**src/sv/orlb_pkg.sv**
```systemverilog
`timescale 1ns / 1ps

package orlb_pkg;

  // Default geometry
  localparam int DEPTH_DEFAULT   = 4096;
  localparam int MAX_RUN_DEFAULT = 2048;

  // Fixed field widths
  localparam int LEN_W  = 12;
  localparam int BYTE_W = 8;
  localparam int STAT_W = 2;

  // Item kinds
  localparam logic MODE_WRITE = 1'b0;
  localparam logic MODE_READ  = 1'b1;

  // Result status codes
  localparam logic [STAT_W-1:0] ST_OK      = 2'd0;
  localparam logic [STAT_W-1:0] ST_DROPPED = 2'd1;
  localparam logic [STAT_W-1:0] ST_EMPTY   = 2'd2;

  // Controller to datapath commands
  typedef struct packed {
    logic              load_resp;  // capture a result for the word just accepted
    logic [STAT_W-1:0] status;     // status code of that result
    logic              do_read;    // pop oldest byte
    logic              do_store;   // push input byte, overwrite oldest when full
    logic              start_run;  // begin a new write run
    logic              step_run;   // count one more byte of the current run
  } orlb_cmd_t;

  // Datapath to controller status
  typedef struct packed {
    logic empty;        // nothing unread
    logic run_idle;     // no run bytes still expected
    logic run_dropped;  // current run was rejected
    logic no_fit;       // a run starting now with discard set would be rejected
  } orlb_stat_t;

endpackage

```
**src/sv/orlb_ctrl.sv**
```systemverilog
`timescale 1ns / 1ps

module orlb_ctrl import orlb_pkg::*; (
  input  logic       clk,
  input  logic       rst,
  input  logic       in_valid,
  output logic       in_ready,
  input  logic       mode,
  input  logic       first_of_write,
  input  orlb_stat_t stat,
  output orlb_cmd_t  cmd,
  output logic       out_valid,
  input  logic       out_ready
);

  localparam logic S_IDLE = 1'b0;
  localparam logic S_RESP = 1'b1;

  logic state;
  logic state_next;
  logic accept;

  assign in_ready  = (state == S_IDLE);
  assign out_valid = (state == S_RESP);
  assign accept    = in_valid && in_ready;

  // Sequencing: take a word, then hold its result until taken
  always_comb begin
    state_next = state;
    unique case (state)
      S_IDLE: if (accept) state_next = S_RESP;
      S_RESP: if (out_ready) state_next = S_IDLE;
      default: state_next = S_IDLE;
    endcase
  end

  always_ff @(posedge clk) begin
    if (rst) begin
      state <= S_IDLE;
    end else begin
      state <= state_next;
    end
  end

  // Decode the accepted word into datapath commands
  always_comb begin
    cmd = '0;
    cmd.status = ST_OK;
    if (accept) begin
      cmd.load_resp = 1'b1;
      priority if (mode == MODE_READ) begin
        if (stat.empty) cmd.status = ST_EMPTY;
        else cmd.do_read = 1'b1;
      end else if (first_of_write) begin
        cmd.start_run = 1'b1;
        if (stat.no_fit) cmd.status = ST_DROPPED;
        else cmd.do_store = 1'b1;
      end else if (stat.run_idle) begin
        // stray byte outside any run
        cmd.status = ST_DROPPED;
      end else begin
        cmd.step_run = 1'b1;
        if (stat.run_dropped) cmd.status = ST_DROPPED;
        else cmd.do_store = 1'b1;
      end
    end
  end

endmodule

```
**config.mk**
```make
export PLATFORM = sky130hd
export DESIGN_NAME = orlb_ctrl
export DESIGN_NICKNAME = d
export VERILOG_FILES = /design/src/sv/orlb_pkg.sv /design/src/sv/orlb_ctrl.sv
export SDC_FILE = /design/constraint.sdc
export NUM_CORES = 1
export LEC_CHECK = 0
export BUFFER_PORTS_ARGS = -buffer_cell sky130_fd_sc_hd__buf_2
export CORE_AREA = 2 2 39 41
export CTS_CLUSTER_SIZE = 20
export DETAILED_ROUTE_END_ITERATION = 12
export DIE_AREA = 0 0 41 43
export PLACE_DENSITY = 0.34
export SYNTH_ARGS = -nofsm -noshare
export SYNTH_HDL_FRONTEND = slang
export SYNTH_SLANG_ARGS = --single-unit
```
**constraint.sdc**
```tcl
create_clock -name clk -period 1.1 [get_ports clk]
set_clock_uncertainty 0.1 [all_clocks]
set_input_delay 0.22 -clock clk [delete_from_list [all_inputs] [get_ports clk]]
set_output_delay 0.22 -clock clk [all_outputs]
set_load 0.02 [all_outputs]
```
==> run_results.csv <==
group,metric,value,unit
outcome,outcome,"complete, but fails checks",
outcome,violations,"negative setup slack",
global_route,grt_max_degree,5,
die,start_util,8.41,%
detailed_routing,wl,496,microns
placed_design,postPlaceCellArea,280,sq um
synth,netlist_area,116,sq um
final_layout,drive_above_1_share,89.7,%
final_layout,area_delta_synth_final,237,%
pwr,power.leakage,0.190,nW
synth,synth_cell_types,14,
cts,clk_latency,0,ns
synth,syn_avg_cell_area,7.76,sq um
die,rows,14,
sta,hold_violations,0,
global_route,track_usage,5.00,%
synth,synth_top_area_cell,"dfxtp_1",
worst_setup_path,cp_data_arrival_time,0.99,ns
sta,slew-limit-headroom,85.4,%
detailed_routing,drtAntennaViolNets,0,
synth,synth-warning-count,0,
detailed_routing,drc,0,
detailed_routing,routedWlPerCell,9.02,microns
synth,synth_edf_count,0,
global_route,antenna_found_initial,0,
final_layout,n_antenna_cell,0,
final_layout,fin_nets,51,
sta,timing.final.ws_setup,-0.210,ns
worst_setup_path,crit_fanout,2,
detailed_routing,vias_per_cell,3.65,
worst_setup_path,cp_data_required_time,0.78,ns
synth,synth_top_area_share,17.2,%
sta,max_freq,0.764,GHz
pwr,total_power,0.000190,W
synth,synth_flop_cell,"dfxtp_1",
detailed_routing,vias,201,
sta,rsz0062_at_grt,"yes",
worst_setup_path,slowest_stage,"or3_4",
synth,synth-seq-cells,1,
pwr,p_per_area,486,nW/um^2
placed_design,portBuffers,18,
worst_setup_path,crit_chain,"buf_6 -> or3_4 -> and3_4 -> buf_6",
worst_setup_path,crit_type,"in2out",
sta,finalCritPeriodShare,119,%
cts,clk_pin_slew_worst_paths,0,ns
synth,synth_cells,15,
placed_design,dp_hpwl,409,microns
min_path,hold_class,"in2reg",
synth,synth.net_count,25,
synth,ys_seq_area_share,17.2,%
pwr,ir_drop,250,uV
placed_design,preCtsSetupSlack,-0.301,ns
job,cap_viol_max_count,0,
die,fp.dieW,41,microns
worst_setup_path,slowest_delay,0.38,ns
sta,drv_slew,0,
sta,setup_violations,7,
worst_setup_path,startpoint_type,"primary input",
cts,holdBufCountCts,0,
placed_design,place_congestion,0.566,
die,core,1380,sq um
global_route,grt_pass1_wl,676,microns
sta,tightestPinTransition,0.218,ns
worst_setup_path,crit_top_cell,"buf_6",
detailed_routing,firstDrtPassIters,1,
global_route,grt_overflow,0,
die,dieArea,1760,sq um
sta,period_minus_slack,1.31,ns
final_layout,fillers,158,
detailed_routing,drtIter0Drc,0,
die,fp.dieH,43,microns
synth,synthTopCellsByArea,"dfxtp_1, and3_1, nor3b_2",
final_layout,fin_area,392,sq um
global_route,grt_pass1_vias,177,
die,boundaryPins,19,
synth,synth.most_common_cell,"and3_1",
worst_setup_path,end_kind,"output pin",
synth,async_flop_share,0,%
final_layout,largest_reg_flops,1,
final_layout,fin_util,28.3,%
-- layout by cell type (no fill, tap or decap) --
cell type,n
a211oi_1,1
a21boi_2,1
and2_4,1
and3_4,2
and3b_2,1
buf_2,7
buf_4,7
buf_6,11
dfxtp_4,1
inv_1,1
nand2b_1,1
nor2_1,1
nor2b_4,1
nor3b_4,2
or3_4,1
-- logic make-up (layout without fill, tap and decap cells) --
logic type,after synthesis,in the layout,synth area share [%]
DFF,1,1,17.2
and+or+nand+nor,10,10,60.2
buffers and inverters,2,26,9.68
AOI/OAI and AO/OA,2,2,12.9
-- power breakdown --
group / internal (W) / total, W / leakage (nW) / switching (W)
clock: 0 / 0 / 0 / 0
sequential: 0.0000399 / 0.0000442 / 0.00891 / 0.00000439
combinational: 0.0000874 / 0.000146 / 0.182 / 0.0000588
total: 0.000127 / 0.000190 / 0.190 / 0.0000631
-- final cells by class --
type                            instances  area (sq um)  area share [%]
Inverter                                1          3.75           0.958
Multi-Input combinational cell         12           133            33.9
Sequential cell                         1          23.8            6.07
Timing Repair Buffer                   25           211            54.0
Tap cell                               16          20.0            5.11
-- stage by stage --
step	std cells	hold slack, ns	setup TNS, ns
2_1_floorplan	15	0.189	-0.332
3_3_place_gp	53	0.279	-1.09
3_5_place_dp	53	0.279	-1.11
4_1_cts	54	0.279	-0.686
5_1_grt	55	0.296	-1.04
6_report	55	0.277	-0.804
-- layer usage --
layer	global-route usage, %	wire length, microns	up-vias
li1	-	-	101
met1	6.35	172	81
met2	8.44	201	19
met3	1.57	122	0
met4	0	0	0
met5	0	0	-
-- critical path, delay by kind of cell --
family        cells  cell delay [ns]
simple gates      2             0.56
buf+inv           2             0.21
-- path summary, 6_finish.rpt --
path / from / endpoint / slack [ns] / depth (start not counted)
worst max-delay path: stat[1] / cmd[4] / -0.21 / 4
worst min-delay path: rst / out_valid$_SDFF_PP0_ / 0.28 / 2
worst max register to register: out_valid$_SDFF_PP0_ / out_valid$_SDFF_PP0_ / 0.25 / 2
worst min register to register: out_valid$_SDFF_PP0_ / out_valid$_SDFF_PP0_ / 0.47 / 2
-- timing repair --
action                                 in CTS  in global routing
pin swaps                                   6                  4
resized for setup                          21                  5
cloned                                      0                  0
endpoints found under the hold margin       0                  0
setup endpoints to repair                   7                  6
buffers inserted                            1                  1
Power figures use the tool's default switching activity.
